<file path="config.mk">
export PLATFORM = sky130hd
export DESIGN_NAME = bqe_queue
export DESIGN_NICKNAME = d
export VERILOG_FILES = /design/src/rtl/bqe_pkg.sv /design/src/rtl/bqe_queue.sv
export SDC_FILE = /design/constraint.sdc
export NUM_CORES = 1
export LEC_CHECK = 0
export BUFFER_PORTS_ARGS = -buffer_cell sky130_fd_sc_hd__buf_4
export CAP_MARGIN = 40
export CELL_PAD_IN_SITES_DETAIL_PLACEMENT = 2
export CELL_PAD_IN_SITES_GLOBAL_PLACEMENT = 2
export CORE_MARGIN = 1.5
export CORE_UTILIZATION = 39
export CTS_CLUSTER_SIZE = 24
export DETAILED_ROUTE_END_ITERATION = 10
export PLACE_DENSITY = 0.91
export RECOVER_POWER = 50
export SYNTH_ARGS = -nofsm -noshare
export SYNTH_HDL_FRONTEND = slang
export SYNTH_SLANG_ARGS = --single-unit
</file>
<file path="constraint.sdc">
create_clock -name aclk -period 11.48 [get_ports aclk]
set_input_delay 1.722 -clock aclk [delete_from_list [all_inputs] [get_ports aclk]]
set_output_delay 1.722 -clock aclk [all_outputs]
set_load 0.01 [all_outputs]
</file>
<file path="src/rtl/bqe_pkg.sv">
package bqe_pkg;

    // Queue between the setup pipeline and the vertex sequencer
    localparam int BQE_QUEUE_DEPTH = 2;

    // Six corners per particle, two triangles
    localparam int CORNERS = 6;
    typedef logic [2:0] corner_idx_t;
    localparam corner_idx_t LAST_CORNER = corner_idx_t'(CORNERS - 1);

    // Configuration register indexes
    typedef logic [2:0] cfg_idx_t;
    localparam cfg_idx_t REG_CAM_UP_X    = 3'd0;
    localparam cfg_idx_t REG_CAM_UP_Y    = 3'd1;
    localparam cfg_idx_t REG_CAM_UP_Z    = 3'd2;
    localparam cfg_idx_t REG_CAM_RIGHT_X = 3'd3;
    localparam cfg_idx_t REG_CAM_RIGHT_Y = 3'd4;
    localparam cfg_idx_t REG_CAM_RIGHT_Z = 3'd5;

    // Q1.14 one, used for the reset camera basis
    localparam logic signed [15:0] CAM_ONE = 16'sd16384;

    // Fixed-point widths: Q1.14 products, size-scaled sum, rounding to Q8.8
    localparam int PROD_W    = 32;
    localparam int DIFF_W    = PROD_W + 1;
    localparam int SCALE_W   = DIFF_W + 13;
    localparam int FRAC_DROP = 28;
    localparam int AXIS_W    = 17;
    localparam logic signed [SCALE_W-1:0] ROUND_HALF = SCALE_W'(64'sd1 <<< (FRAC_DROP - 1));

    localparam logic [7:0] ALPHA_OPAQUE = 8'hFF;

    typedef logic signed [15:0]       coord_t;
    typedef logic signed [AXIS_W-1:0] axis_t;

    // Corner axis selection
    typedef enum logic [1:0] {
        AX_UP_POS = 2'd0,
        AX_RT_POS = 2'd1,
        AX_UP_NEG = 2'd2,
        AX_RT_NEG = 2'd3
    } axis_sel_t;

    // Corner order +Up, +Right, -Up, -Up, -Right, +Up
    localparam axis_sel_t CORNER_AXIS [CORNERS] = '{
        AX_UP_POS, AX_RT_POS, AX_UP_NEG, AX_UP_NEG, AX_RT_NEG, AX_UP_POS
    };
    // Texture corners, bit k for corner k
    localparam logic [CORNERS-1:0] CORNER_U = 6'b100011;
    localparam logic [CORNERS-1:0] CORNER_V = 6'b001110;

    // Input item: one particle
    typedef struct packed {
        logic [15:0] org_x;
        logic [15:0] org_y;
        logic [15:0] org_z;
        logic [11:0] half_size;
        logic [15:0] sine;
        logic [15:0] cosine;
        logic [16:0] age;
        logic        batch_end;
    } bqe_particle_t;

    // Result item: one vertex
    typedef struct packed {
        logic [15:0] vert_x;
        logic [15:0] vert_y;
        logic [15:0] vert_z;
        logic [31:0] diffuse;
        logic        tex_u;
        logic        tex_v;
        logic        last_vertex;
        logic        batch_done;
    } bqe_vertex_t;

    // Set-up quad handed from front to back
    typedef struct packed {
        coord_t     org_x;
        coord_t     org_y;
        coord_t     org_z;
        axis_t      up_x;
        axis_t      up_y;
        axis_t      up_z;
        axis_t      rt_x;
        axis_t      rt_y;
        axis_t      rt_z;
        logic [7:0] shade;
        logic       batch_end;
    } bqe_quad_t;

    // Queue status
    typedef struct packed {
        logic full;
        logic avail;
    } bqe_qstat_t;

endpackage

</file>
<file path="src/rtl/bqe_queue.sv">
module bqe_queue #(
    parameter int DEPTH = bqe_pkg::BQE_QUEUE_DEPTH
) (
    input  logic                aclk,
    input  logic                aresetn,
    input  logic                push,
    input  bqe_pkg::bqe_quad_t  push_data,
    input  logic                pop,
    output bqe_pkg::bqe_quad_t  head,
    output bqe_pkg::bqe_qstat_t q_stat
);
    import bqe_pkg::*;

    localparam int PTR_W = (DEPTH > 1) ? $clog2(DEPTH) : 1;
    localparam int CNT_W = $clog2(DEPTH + 1);
    localparam logic [PTR_W-1:0] PTR_LAST = PTR_W'(DEPTH - 1);
    localparam logic [CNT_W-1:0] CNT_FULL = CNT_W'(DEPTH);

    bqe_quad_t         mem_reg [DEPTH];
    logic [PTR_W-1:0]  wr_ptr_reg, rd_ptr_reg;
    logic [CNT_W-1:0]  count_reg;
    logic              do_push, do_pop;

    assign q_stat.full  = (count_reg == CNT_FULL);
    assign q_stat.avail = (count_reg != '0);
    assign do_push      = push && !q_stat.full;
    assign do_pop       = pop && q_stat.avail;
    assign head         = mem_reg[rd_ptr_reg];

    // storage
    always_ff @(posedge aclk) begin
        if (do_push) begin
            mem_reg[wr_ptr_reg] <= push_data;
        end
    end

    // pointers and fill count
    always_ff @(posedge aclk) begin
        if (!aresetn) begin
            wr_ptr_reg <= '0;
            rd_ptr_reg <= '0;
            count_reg  <= '0;
        end else begin
            if (do_push) begin
                wr_ptr_reg <= (wr_ptr_reg == PTR_LAST) ? '0 : wr_ptr_reg + 1'b1;
            end
            if (do_pop) begin
                rd_ptr_reg <= (rd_ptr_reg == PTR_LAST) ? '0 : rd_ptr_reg + 1'b1;
            end
            if (do_push && !do_pop) begin
                count_reg <= count_reg + 1'b1;
            end else if (do_pop && !do_push) begin
                count_reg <= count_reg - 1'b1;
            end
        end
    end

endmodule

</file>
## Word-level counts from Yosys, hierarchy flattened

Memory sizes are Yosys's and may differ from the RTL's. A register that Yosys moved wholly into a read port is not among the register bits.
Index checks and enable logic that the tools add are counted.

| operators by class | value |
|---|---|
| add/sub/neg operators | 4 |
| equality and inequality tests | 1 |
| muxes and demuxes | 8 |
| reduce and logical (&&, ||, !) cells | 9 |

Operators by type and width:

| cell | count |
|---|---|
| 1-bit two-way mux | 6 |
| 1-bit logical AND | 4 |
| 2-bit two-way mux | 2 |
| 2-bit nonzero test | 2 |
| 1-bit zero test | 3 |
| 1-bit adder (second input constant) | 2 |
| 2-bit by 1-bit adder with 2-bit output (second input constant) | 1 |
| 2-bit == test (second input constant) | 1 |
| 2-bit by 1-bit subtractor with 2-bit output (second input constant) | 1 |

| storage, ports and cells | value |
|---|---|
| register bits after elaboration | 4 |
| RAM bits | 318 |
| output and inout port bits | 161 |
| memories | 1 |

Memories:

| name | depth | width | read ports | clocked after Yosys merged registers in | wr ports | line | source |
|---|---|---|---|---|---|---|---|
| mem_reg | 2 | 159 | 1 | 1 | 1 | bqe_queue.sv:19 | `bqe_quad_t mem_reg [DEPTH];` |

## Longest topological paths before layout

| depth | value |
|---|---|
| word-level depth | 7 |
| mapped depth | 7 |

## Worst setup path after synthesis

OpenSTA, ideal clock, no wires.

| timing path | value |
|---|---|
| path type | input to register |
| from | input push |
| to | memory mem_reg[0][0] (netlist name) (enable) |
| arrival time | 7911 ps |
| setup slack | 2919 ps |
| cell stages on the path | 2 |
| cell sequence | inv_1 -> nor3_2 |

| between the ends | value |
|---|---|
| longest elaborated chain between the ends | 3 |

Ends and longest elaborated chain:

| what | line | source |
|---|---|---|
| from (decl) | bqe_queue.sv:6 | `input logic push,` |
| 1-bit logical AND | bqe_queue.sv:26 | `assign do_push = push && !q_stat.full;` |
| 1-bit two-way mux | bqe_queue.sv:32 | `if (do_push) begin` |
| 1-bit two-way mux (implied by the code) | bqe_queue.sv:33 | `mem_reg[wr_ptr_reg] <= push_data;` |
| to (decl) | bqe_queue.sv:19 |  |

Every way passes these cells.

## Worst setup path in the final report

| timing path | value |
|---|---|
| from | input push |
| to | memory mem_reg[1][44] (netlist name) (enable) |

Same word-level chain as after synthesis.

==> flow_summary.toml <==
[outcome]
status = "finished, violations left"
failed_checks = "max-capacitance violations, max-slew violations"

[cells_and_area]
n_fill_cell = 2732
drive_above_1_share_pct = 49.94
largest_reg_flops = 318
syn_to_final_growth_pct = 30.14
nets = 1038

[sta]
drv_slew = 63
worst_pin_slew_ns = 3.703
setup_viol_count_final = 0
clock_skew_ns = 0.01684
rsz0062_at_grt = "no"
tns_ns = 0
fin_crit_sh_pct = 49.80
fin_crit_ns = 5.718
relSlewSlack_pct = -146.9
hold_ws_ns = 0.5558
final-hold-violation-count = 0
fmax_ghz = 0.1749

[grt]
grt_start_max_net_pins = 63
antenna_found_initial = 2
grtUsageTotal_pct = 18.78
grt_first_pass_wirelength_mm = 45.01
grt_remaining_overflow = 0
grt_pass1_vias = 7086

[die]
core_um2 = 30670
fp.dieH_um = 179.6
die_area_um2 = 32270
initial_utilization_pct = 39.67
die_w_um = 179.6
io_pins = 324
rows = 64

[clock_tree]
cts_root_buf = "clkbuf_16"
clk_pin_slew_ns = 0.06
cts.sinks = 323
cts_buffers = 35
clock_path_buffers = 3
htree_levels = 2
cts_hold_buf = 0
cts_tree = "yes"
clk_latency_ns = 0.50
post_cts_resized = 0
cts_setup_buffers = 0

[synth]
synth-edff-count = 318
ys_ff_latch = 323
synthArstFlopShare_pct = 0
synth_area_um2 = 12170
ys.flop_type = "edfxtp_1"
yosysMostFrequentCell = "edfxtp_1"
syn_avg_cell_area_um2 = 23.40
yosysTopAreaCell = "edfxtp_1"
synth_area_leaders = "edfxtp_1, mux2_4, mux2_2, buf_6, dfxtp_1"
synthCells = 520
synth_cell_type_count = 22
ys_top_cells_by_count = "edfxtp_1, mux2_4, mux2_2, buf_6, dfxtp_1"
synth_fp_nets = 684
synth_top_area_share_pct = 78.49
synth_seq_area_share_pct = 79.31
synth_warnings = 0

[place]
hpwl_mm = 22.52
port_buffers = 323
gp_congestion = 0.7173

[critical_path]
path_class = "primary input to register"
cp.required_ns = 11.49
arrival_ns = 5.73
worstPathMaxFanout = 62
worstSetupStartpointType = "primary input"
end_kind = "register"

[pwr]
power_density_nw_per_um2 = 229.7
power.leakage_nw = 5.865
peakVddDrop_uv = 107.9
finalPower_mw = 3.637

[drt]
drc = 0
wl_per_cell_um = 23.88
drt_iter0_markers = 296
drt_pass1_iterations = 4
via_per_inst = 4.781
dr_total_vias = 6192
ant_nets = 0
finalWirelength_mm = 30.93

[flow_run]
cap_violations = 1

[worst_hold_path]
hold_path.class = "register to register"
-- metrics by stage --
stage / utilization (%) / std cells / setup slack [ns] / cell area (um2)
after floorplan: - / 520 / 2.919 / 12170
after global placement: 48.81 / 1227 / 7.391 / 14970
after detailed placement: 49.35 / 1233 / 7.517 / 15130
after CTS: 52.83 / 1293 / 6.950 / 16200
after global routing: 51.63 / 1295 / 5.428 / 15830
final: 51.63 / 1295 / 5.762 / 15830
-- path summary, 6_finish.rpt --
| kind | from | end | slack, ns | cells after the start |
|---|---|---|---|---|
| setup / recovery | push | mem_reg[1][44] | 5.76 | 4 |
| hold / removal | count_reg[1] | count_reg[1] | 0.56 | 2 |
| setup reg to reg | count_reg[0] | mem_reg[1][44] | 6.51 | 4 |
| hold reg to reg | count_reg[1] | count_reg[1] | 0.56 | 2 |
-- layer usage --
layer / up-vias / part of all wire, % / track usage [%]
met5: - / 0 / 0
met4: 0 / 2.4 / 5.567
met3: 48 / 5.8 / 4.700
met2: 249 / 55 / 35.26
met1: 3107 / 37 / 20.80
li1: 2788 / - / -
-- layout make-up --
cell class | instances | area (um2) | area share [%]
clock buffers | 46 | 959.7 | 6.061
flip-flops and latches | 323 | 9653 | 60.96
diodes | 2 | 5.005 | 0.03161
inverters | 2 | 7.507 | 0.04741
multi-input cells | 177 | 2327 | 14.70
well taps | 396 | 495.5 | 3.129
repair buffers | 335 | 2277 | 14.38
clock inverters | 14 | 108.9 | 0.6875
-- critical path: stages --
cell and delay, ns:
clkbuf_1 0.12, and3_1 0.81, clkbuf_1 0.39, clkbuf_1 2.64
-- where the power goes --
| part | switching (mW) | total (mW) | internal, mW |
|---|---|---|---|
| sequential | 0.0748 | 1.56 | 1.49 |
| combinational | 0.466 | 1.01 | 0.546 |
| clock | 0.433 | 1.06 | 0.630 |
-- logic make-up (layout without fill, tap and decap cells) --
family	after synthesis	after routing	synth area share (%)
buf+inv	20	397	1.522
fa+ha+maj	1	1	0.1028
xor+xnor	3	3	0.2160
compound gates	5	5	0.2674
flops	323	323	79.31
mux	159	159	18.11
simple gates	9	9	0.4732
other cells	0	2	0
-- cells in the final DEF (no fill, tap or decap), types with 3 or more instances in the layout --
master and instances:
buf_16 5, buf_4 164, edfxtp_1 318, clkbuf_16 37, clkbuf_1 99, mux2_2 49
dfxtp_1 4, mux2_4 110, clkinv_2 3, clkinv_1 9, clkbuf_4 76
No activity file was read; power rests on OpenSTA's default activity.
