### config.mk
export PLATFORM = sky130hd
export DESIGN_NAME = bqe_back
export DESIGN_NICKNAME = d
export VERILOG_FILES = /design/src/rtl/bqe_pkg.sv /design/src/rtl/bqe_back.sv
export SDC_FILE = /design/constraint.sdc
export NUM_CORES = 1
export LEC_CHECK = 0
export BUFFER_PORTS_ARGS = -buffer_cell sky130_fd_sc_hd__buf_4
export CAP_MARGIN = 15
export CORE_ASPECT_RATIO = 0.7
export CORE_UTILIZATION = 48
export CTS_BUF_LIST = sky130_fd_sc_hd__clkbuf_2 sky130_fd_sc_hd__clkbuf_4 sky130_fd_sc_hd__clkbuf_8
export CTS_CLUSTER_SIZE = 12
export DETAILED_ROUTE_END_ITERATION = 8
export PLACE_DENSITY = 0.8
export REMOVE_ABC_BUFFERS = 1
export SLEW_MARGIN = 30
export SYNTH_ARGS = -nofsm -noshare
export SYNTH_HDL_FRONTEND = slang
export SYNTH_SLANG_ARGS = --single-unit
### constraint.sdc
create_clock -name aclk -period 5 [get_ports aclk]
set_input_delay 0.5 -clock aclk [delete_from_list [all_inputs] [get_ports aclk]]
set_output_delay 0.5 -clock aclk [all_outputs]
set_load 0.005 [all_outputs]
### src/rtl/bqe_pkg.sv
package bqe_pkg;

    // Queue between the setup pipeline and the vertex sequencer
    localparam int BQE_QUEUE_DEPTH = 2;

    // Six corners per particle, two triangles
    localparam int CORNERS = 6;
    typedef logic [2:0] corner_idx_t;
    localparam corner_idx_t LAST_CORNER = corner_idx_t'(CORNERS - 1);

    // Configuration register indexes
    typedef logic [2:0] cfg_idx_t;
    localparam cfg_idx_t REG_CAM_UP_X    = 3'd0;
    localparam cfg_idx_t REG_CAM_UP_Y    = 3'd1;
    localparam cfg_idx_t REG_CAM_UP_Z    = 3'd2;
    localparam cfg_idx_t REG_CAM_RIGHT_X = 3'd3;
    localparam cfg_idx_t REG_CAM_RIGHT_Y = 3'd4;
    localparam cfg_idx_t REG_CAM_RIGHT_Z = 3'd5;

    // Q1.14 one, used for the reset camera basis
    localparam logic signed [15:0] CAM_ONE = 16'sd16384;

    // Fixed-point widths: Q1.14 products, size-scaled sum, rounding to Q8.8
    localparam int PROD_W    = 32;
    localparam int DIFF_W    = PROD_W + 1;
    localparam int SCALE_W   = DIFF_W + 13;
    localparam int FRAC_DROP = 28;
    localparam int AXIS_W    = 17;
    localparam logic signed [SCALE_W-1:0] ROUND_HALF = SCALE_W'(64'sd1 <<< (FRAC_DROP - 1));

    localparam logic [7:0] ALPHA_OPAQUE = 8'hFF;

    typedef logic signed [15:0]       coord_t;
    typedef logic signed [AXIS_W-1:0] axis_t;

    // Corner axis selection
    typedef enum logic [1:0] {
        AX_UP_POS = 2'd0,
        AX_RT_POS = 2'd1,
        AX_UP_NEG = 2'd2,
        AX_RT_NEG = 2'd3
    } axis_sel_t;

    // Corner order +Up, +Right, -Up, -Up, -Right, +Up
    localparam axis_sel_t CORNER_AXIS [CORNERS] = '{
        AX_UP_POS, AX_RT_POS, AX_UP_NEG, AX_UP_NEG, AX_RT_NEG, AX_UP_POS
    };
    // Texture corners, bit k for corner k
    localparam logic [CORNERS-1:0] CORNER_U = 6'b100011;
    localparam logic [CORNERS-1:0] CORNER_V = 6'b001110;

    // Input item: one particle
    typedef struct packed {
        logic [15:0] org_x;
        logic [15:0] org_y;
        logic [15:0] org_z;
        logic [11:0] half_size;
        logic [15:0] sine;
        logic [15:0] cosine;
        logic [16:0] age;
        logic        batch_end;
    } bqe_particle_t;

    // Result item: one vertex
    typedef struct packed {
        logic [15:0] vert_x;
        logic [15:0] vert_y;
        logic [15:0] vert_z;
        logic [31:0] diffuse;
        logic        tex_u;
        logic        tex_v;
        logic        last_vertex;
        logic        batch_done;
    } bqe_vertex_t;

    // Set-up quad handed from front to back
    typedef struct packed {
        coord_t     org_x;
        coord_t     org_y;
        coord_t     org_z;
        axis_t      up_x;
        axis_t      up_y;
        axis_t      up_z;
        axis_t      rt_x;
        axis_t      rt_y;
        axis_t      rt_z;
        logic [7:0] shade;
        logic       batch_end;
    } bqe_quad_t;

    // Queue status
    typedef struct packed {
        logic full;
        logic avail;
    } bqe_qstat_t;

endpackage

### src/rtl/bqe_back.sv
module bqe_back (
    input  logic                 aclk,
    input  logic                 aresetn,
    input  bqe_pkg::bqe_qstat_t  q_stat,
    input  bqe_pkg::bqe_quad_t   head,
    output logic                 q_pop,
    output logic                 m_valid,
    input  logic                 m_ready,
    output bqe_pkg::bqe_vertex_t m_data
);
    import bqe_pkg::*;

    corner_idx_t k_reg;
    logic        m_valid_reg;
    bqe_vertex_t m_data_reg;
    bqe_vertex_t vert_next;
    logic        load;
    axis_sel_t   sel;
    logic        use_up, negate;

    coord_t            org [3];
    axis_t             up [3];
    axis_t             rt [3];
    axis_t             comp [3];
    logic signed [17:0] sum [3];
    coord_t            sat [3];

    // output register takes a vertex whenever a quad is queued and it is empty or being taken
    assign load  = q_stat.avail && (!m_valid_reg || m_ready);
    assign q_pop = load && (k_reg == LAST_CORNER);

    always_ff @(posedge aclk) begin
        if (!aresetn) begin
            k_reg       <= '0;
            m_valid_reg <= 1'b0;
        end else if (load) begin
            k_reg       <= (k_reg == LAST_CORNER) ? '0 : k_reg + 1'b1;
            m_valid_reg <= 1'b1;
        end else if (m_ready) begin
            m_valid_reg <= 1'b0;
        end
    end

    assign org[0] = head.org_x;
    assign org[1] = head.org_y;
    assign org[2] = head.org_z;
    assign up[0]  = head.up_x;
    assign up[1]  = head.up_y;
    assign up[2]  = head.up_z;
    assign rt[0]  = head.rt_x;
    assign rt[1]  = head.rt_y;
    assign rt[2]  = head.rt_z;

    // corner decode
    assign sel = CORNER_AXIS[k_reg];
    always_comb begin
        unique case (sel)
            AX_UP_POS: begin use_up = 1'b1; negate = 1'b0; end
            AX_RT_POS: begin use_up = 1'b0; negate = 1'b0; end
            AX_UP_NEG: begin use_up = 1'b1; negate = 1'b1; end
            AX_RT_NEG: begin use_up = 1'b0; negate = 1'b1; end
            default:   begin use_up = 1'b1; negate = 1'b0; end
        endcase
    end

    // corner position with saturation to Q7.8
    always_comb begin
        for (int i = 0; i < 3; i++) begin
            comp[i] = use_up ? up[i] : rt[i];
            sum[i]  = negate ? (18'(org[i]) - 18'(comp[i])) : (18'(org[i]) + 18'(comp[i]));
            if (sum[i] > 18'sd32767) begin
                sat[i] = 16'sh7FFF;
            end else if (sum[i] < -18'sd32768) begin
                sat[i] = 16'sh8000;
            end else begin
                sat[i] = sum[i][15:0];
            end
        end
    end

    always_comb begin
        vert_next.vert_x      = sat[0];
        vert_next.vert_y      = sat[1];
        vert_next.vert_z      = sat[2];
        vert_next.diffuse     = {ALPHA_OPAQUE, head.shade, head.shade, head.shade};
        vert_next.tex_u       = CORNER_U[k_reg];
        vert_next.tex_v       = CORNER_V[k_reg];
        vert_next.last_vertex = (k_reg == LAST_CORNER);
        vert_next.batch_done  = (k_reg == LAST_CORNER) && head.batch_end;
    end

    always_ff @(posedge aclk) begin
        if (load) begin
            m_data_reg <= vert_next;
        end
    end

    assign m_valid = m_valid_reg;
    assign m_data  = m_data_reg;

endmodule
# After elaboration in Yosys (flattened, before gate mapping)

Memories as Yosys holds them, arrays and structs flattened. A register that Yosys moved wholly into a read port is not among the register bits.
Cells that the tools add are included.

Add/subtract/negate cells: 7
Magnitude comparators: 7
Multiplexer cells: 16
Equality and inequality tests: 4
Bitwise operators: 1
Reduce and logical (&&, ||, !) cells: 11

Operator list:

| operator             | number |
|---|---|
| $add 16x17->18       | 3 |
| $gt 18x16->1 const B | 3 |
| $lt 18x16->1 const B | 3 |
| $mux 18              | 3 |
| $sub 16x17->18       | 3 |
| $mux 17              | 3 |
| $mux 16              | 3 |
| $reduce_or 2->1      | 4 |
| $eq 2x2->1 const B   | 2 |
| $ge 4x4->1 const B   | 1 |
| $mux 2               | 2 |
| $not 3->4            | 1 |
| $pmux 1 s2           | 2 |
| $add 3x1->3 const B  | 1 |
| $eq 3x3->1 const B   | 1 |
| $logic_and 1x1->1    | 3 |
| $mux 3               | 1 |
| $eq 2x1->1 const B   | 1 |
| $logic_not 2->1      | 1 |
| $mux 1               | 2 |
| $reduce_bool 2->1    | 1 |
| $logic_not 1->1      | 1 |
| $logic_or 1x1->1     | 1 |

Flip-flop bits (word level): 78
Input bits: 164
Memories: 3
Word-level logic and storage cells: 57
Bits in read-only memories: 32
Output and inout bits: 86

Memory list:

| memory          | words | bits a word | rd ports | clocked after memory_dff | write ports | line           | RTL |
|---|---|---|---|---|---|---|---|
| (no name shown) | 8     | 2           | 1        | 0                        | 0           | bqe_back.sv:55 | `assign sel = CORNER_AXIS[k_reg];` |
| (no name shown) | 8     | 1           | 1        | 1                        | 0           | bqe_back.sv:87 | `vert_next.tex_v = CORNER_V[k_reg];` |
| (no name shown) | 8     | 1           | 1        | 1                        | 0           | bqe_back.sv:86 | `vert_next.tex_u = CORNER_U[k_reg];` |

# Logic depth before layout (Yosys ltp)

Word-level depth: 12
Mapped depth: 24
Mapped depth without buffers: 18

# Worst setup path before layout

OpenSTA, ideal clock, no wires.

Kind: reg-to-reg
Start point: reg k_reg[1]
End point: reg m_data_reg, in the netlist m_data[68], data pin
Path slack: -179 ps
Library setup time: 271 ps
Stages on the path, launching flop included: 23
Data required time: 4729 ps
Data arrival time: 4908 ps
Path buffers: 7
Period minus slack after synthesis: 5179 ps
Cells stage by stage: dfxtp_1 > buf_6 > nor2_4 > a21oi_4 > buf_12 > buf_4 > clkbuf_1 > clkbuf_1 > mux2i_1 > ha_1 > nand3_1 > a211o_1 > o21ai_0 > xnor2_1 > ha_1 > clkbuf_1 > and3_1 > a221o_1 > a21oi_1 > xor2_1 > a21o_1 > clkbuf_1 > o21ai_0

Word-level cells in the longest chain between the ends: 12
Elaborated cells between the ends (all ways): 21
Classes of those cells: 2 x add/sub; 2 x order compare; 3 x eq/ne; 7 x mux; 1 x bitwise; 5 x reduce/logical; 1 x memory

RTL lines:

| item                                                    | line           | RTL |
|---|---|---|
| from (decl)                                             | bqe_back.sv:13 | `corner_idx_t k_reg;` |
| from (signal assigned)                                  | bqe_back.sv:37 | `k_reg <= (k_reg == LAST_CORNER) ? '0 : k_reg + 1'b1;` |
| $not 3->4 (implied by the code) (*)                     | bqe_back.sv:55 |  |
| $mem_v2 8x2 (*)                                         | n/a            |  |
| $mux 2 (implied by the code) (*) (2 in a row)           | bqe_back.sv:55 |  |
| $eq 2x2->1, or another cell as far along                | bqe_back.sv:57 | `unique case (sel)` |
| $reduce_or 2->1 (no line)                               | n/a            |  |
| $pmux 1 s2                                              | bqe_back.sv:57 |  |
| $mux 17                                                 | bqe_back.sv:69 | `comp[i] = use_up ? up[i] : rt[i];` |
| $add 16x17->18 / $sub 16x17->18 (equally long branches) | bqe_back.sv:70 | `sum[i] = negate ? (18'(org[i]) - 18'(comp[i])) : (18'(org[i]) + 18'(comp[i]));` |
| $mux 18 (*)                                             | bqe_back.sv:70 |  |
| $lt 18x16->1                                            | bqe_back.sv:73 | `end else if (sum[i] < -18'sd32768) begin` |
| $mux 16                                                 | bqe_back.sv:73 |  |
| to (signal assigned)                                    | bqe_back.sv:94 | `m_data_reg <= vert_next;` |
| to (decl)                                               | bqe_back.sv:15 | `bqe_vertex_t m_data_reg;` |

Mark *: on every way between the ends. The rest lies on a longest branch, timed or not. The select of a mux whose other input is x is not followed.
A chain may end at the register's enable or synchronous reset.

# Final worst setup path

Start point: reg k_reg[2]
End point: reg m_data_reg, in the netlist m_data[75], data pin

The elaborated chain is that of the path after synthesis.

==> impl_metrics.py <==
metrics = {
    "clock_network": {
        "cts.sinks": 64,
        "tritoncts": "yes",
        "htree_num_levels": 3,
        "clock_latency_ns": 0.37,
        "cts_made_buffers": 9,
        "clk_pin_slew_worst_paths_ns": 0.08,
        "cts-root-buf": "clkbuf_8",
        "clk_path_buf_depth": 2,
    },
    "power": {
        "switchingPower_uw": 1330,
        "swShare_pct": 39.0,
        "seqPwrFrac_pct": 25.1,
        "p_comb_share_pct": 58.4,
        "p_per_area_nw_per_um2": 360,
        "intPower_uw": 2080,
        "ir_drop_v": 0.000219,
        "leakage_uw": 0.00425,
        "pwr-share-clk_pct": 16.6,
    },
    "floorplanning": {
        "core_um2": 14200,
        "initial_core_util_pct": 50.4,
        "die_w_um": 148,
        "dieArea_um2": 15400,
        "placementRows": 36,
        "ioPinCount": 250,
        "die_h_um": 104,
    },
    "timing": {
        "timing.setup.tns_ns": 0,
        "fmax_mhz": 214,
        "hold-worst-slack_ns": 0.312,
        "tightest_slew_ns": 0.569,
        "slew_viol_final": 0,
        "slew_headroom_pct": 61.0,
        "skew_ns": 0.0170,
        "fin_crit_ns": 4.68,
        "hold_violations": 0,
        "period_share_pct": 93.6,
        "final-setup-viol-count": 0,
    },
    "status": {
        "status": "completed",
    },
    "yosys": {
        "synth_top_area_share_pct": 25.1,
        "synthFlopType": "edfxtp_1",
        "ys_ff_latch": 64,
        "synth_most_common_cell": "nor2_1",
        "synth_commonest_cells": "69 x nor2_1, 60 x edfxtp_1, 54 x ha_1, 54 x nand2_1, 54 x o21ai_0",
        "async_flop_share_pct": 0,
        "synth-edff-count": 60,
        "synth.distinct_cells": 72,
        "synth_top_cell_by_area": "edfxtp_1",
        "netlist_instances": 824,
        "synth.avg_cell_area_um2": 8.70,
        "ys_warn_count": 0,
        "synth_area_leaders": "edfxtp_1 25%, ha_1 9.4%, mux2i_1 6.7%",
        "syn-cell-area_um2": 7170,
        "seq_area_frac_synth_pct": 26.2,
    },
    "finish": {
        "layout.nets": 1283,
        "fillers": 1183,
        "ff_latch_area_um2": 1880,
        "multi_input_comb_area_um2": 4960,
        "diodes": 0,
        "largest_reg_flops": 60,
        "drive_gt1_share_pct": 31.2,
        "area_growth_syn_to_layout_pct": 32.5,
    },
    "route": {
        "drt_iter0_drc": 428,
        "vias_per_cell": 5.75,
        "remaining_drc_errors": 0,
        "wl_mm": 20.8,
        "antenna_left": 0,
        "wl_per_cell_um": 16.6,
        "vias": 7225,
        "firstDrtPassIters": 5,
    },
    "placed_design": {
        "dp_hpwl_mm": 16.7,
        "place.gp.congestion": 0.916,
        "placement.io_buffers": 240,
    },
    "global_routing": {
        "grt_pass1_wl_mm": 32.7,
        "track_usage_pct": 26.5,
        "globalRouteMet2Util_pct": 42.4,
        "grt.met3_usage_pct": 5.57,
        "grt_max_degree": 47,
        "grt_overflow_total": 0,
        "antenna_found_initial": 0,
        "busiest_layer": "met2",
        "grt_pass1_vias": 6693,
        "use_met1_pct": 36.2,
    },
    "setup_path": {
        "cp_common_cell": "o21ai_0",
        "cp_num_cells": 15,
        "end_kind": "flip-flop",
        "crit_path_start_kind": "flip-flop",
        "cp_num_buf_inv": 1,
        "cpPeakStageDelay_ns": 0.41,
        "path_cells": "and2b_4, a21oi_4, buf_6, mux2i_2, nand3_1, a211o_1, o21ai_0, xnor2_1, ha_1, and3_1, a221o_1, a21oi_1, xor2_1, a21o_2, o21ai_0",
        "worstPathMaxFanout": 15,
        "cp.required_ns": 5.08,
        "slowest_stage": "mux2i_2",
        "arrival_ns": 4.76,
        "ff2ff_setup_slack_ns": 0.32,
        "worstSetupPathType": "reg -> reg",
        "r2r_cells": 15,
        "crit_family": "compound AO/OA/AOI/OAI gates",
    },
    "run": {
        "maxCapViolations": 0,
    },
    "hold_path": {
        "whs_path_depth": 1,
        "hold_class": "in -> reg",
    },
}
-- metrics by stage --
stage          instances  cell area [um2]  setup slack (ns)  power (uW)  utilization, %
2_1_floorplan        778             6850            -0.853        2090               -
3_5_place_dp        1238             9130           0.00458        2780            64.2
6_report            1257             9500             0.321        3420            66.7
3_3_place_gp        1238             9130             0.111        2740            64.2
5_1_grt             1257             9500           -0.0183        3650            66.7
4_1_cts             1255             9400             0.133        3360            66.0
-- layer usage --
| layer | vias to the layer above | wire (um) | part of all wire [%] |
|---|---|---|---|
| li1 | 3502 | - | - |
| met1 | 3341 | 9410 | 45 |
| met2 | 356 | 9280 | 45 |
| met3 | 26 | 1850 | 8.9 |
| met4 | 0 | 292 | 1.4 |
| met5 | - | 0 | 0 |
-- worst paths after layout --
path,startpoint,end
hold / removal,head[4],m_data[23]
setup reg to reg,k_reg[2],m_data[75]
hold reg to reg,m_valid,m_valid
setup / recovery,k_reg[2],m_data[75]
-- power groups by stage --
stage	Clock (uW)	Combinational (uW)	Sequential (uW)
after floorplan	0	1200	888
after global placement	0	1870	869
after detailed placement	0	1910	869
after CTS	572	1930	858
after global routing	592	2190	869
final	566	2000	857
-- placed cells by master (no fill, tap or decap), types with 30 or more instances in the layout --
cell type,instances
nor3_1,30
ha_1,54
a21oi_1,48
nand2_1,53
xnor2_1,47
o21ai_0,52
mux2i_1,46
edfxtp_1,60
buf_4,267
xor2_1,40
nor2_1,67
-- kinds of logic after synthesis --
kind of cell,share of synthesized area [%]
AOI/OAI and AO/OA,21.7
DFF,26.2
other,0.0523
muxes,8.10
buffers and inverters,6.14
adders and majority gates,10.3
xor gates and xnor gates,10.6
and+or+nand+nor,16.9
-- layout make-up --
class | instances | share of cell area [%]
Timing Repair Buffer | 272 | 21.9
Inverter | 26 | 1.03
Tap cell | 190 | 2.50
Sequential cell | 64 | 19.8
Clock inverter | 7 | 1.25
Clock buffer | 9 | 1.30
Multi-Input combinational cell | 689 | 52.2
-- worst register-to-register path, stage by stage, from the launching register on --
cell and delay, ns:
dfxtp_1 0.38, and2b_4 0.22, a21oi_4 0.20, buf_6 0.23, mux2i_2 0.42, nand3_1 0.27
a211o_1 0.30, o21ai_0 0.32, xnor2_1 0.13, ha_1 0.39, and3_1 0.23, a221o_1 0.31
a21oi_1 0.19, xor2_1 0.28, a21o_2 0.34, o21ai_0 0.21
-- repair_timing --
action	CTS	global route
resized for setup	1	21
gates cloned	0	1
pin swaps	0	2
buffers inserted	1	1
endpoints found under the setup margin	4	46
hold buffers	0	0
Note: power is estimated with default switching activity, not from simulation.
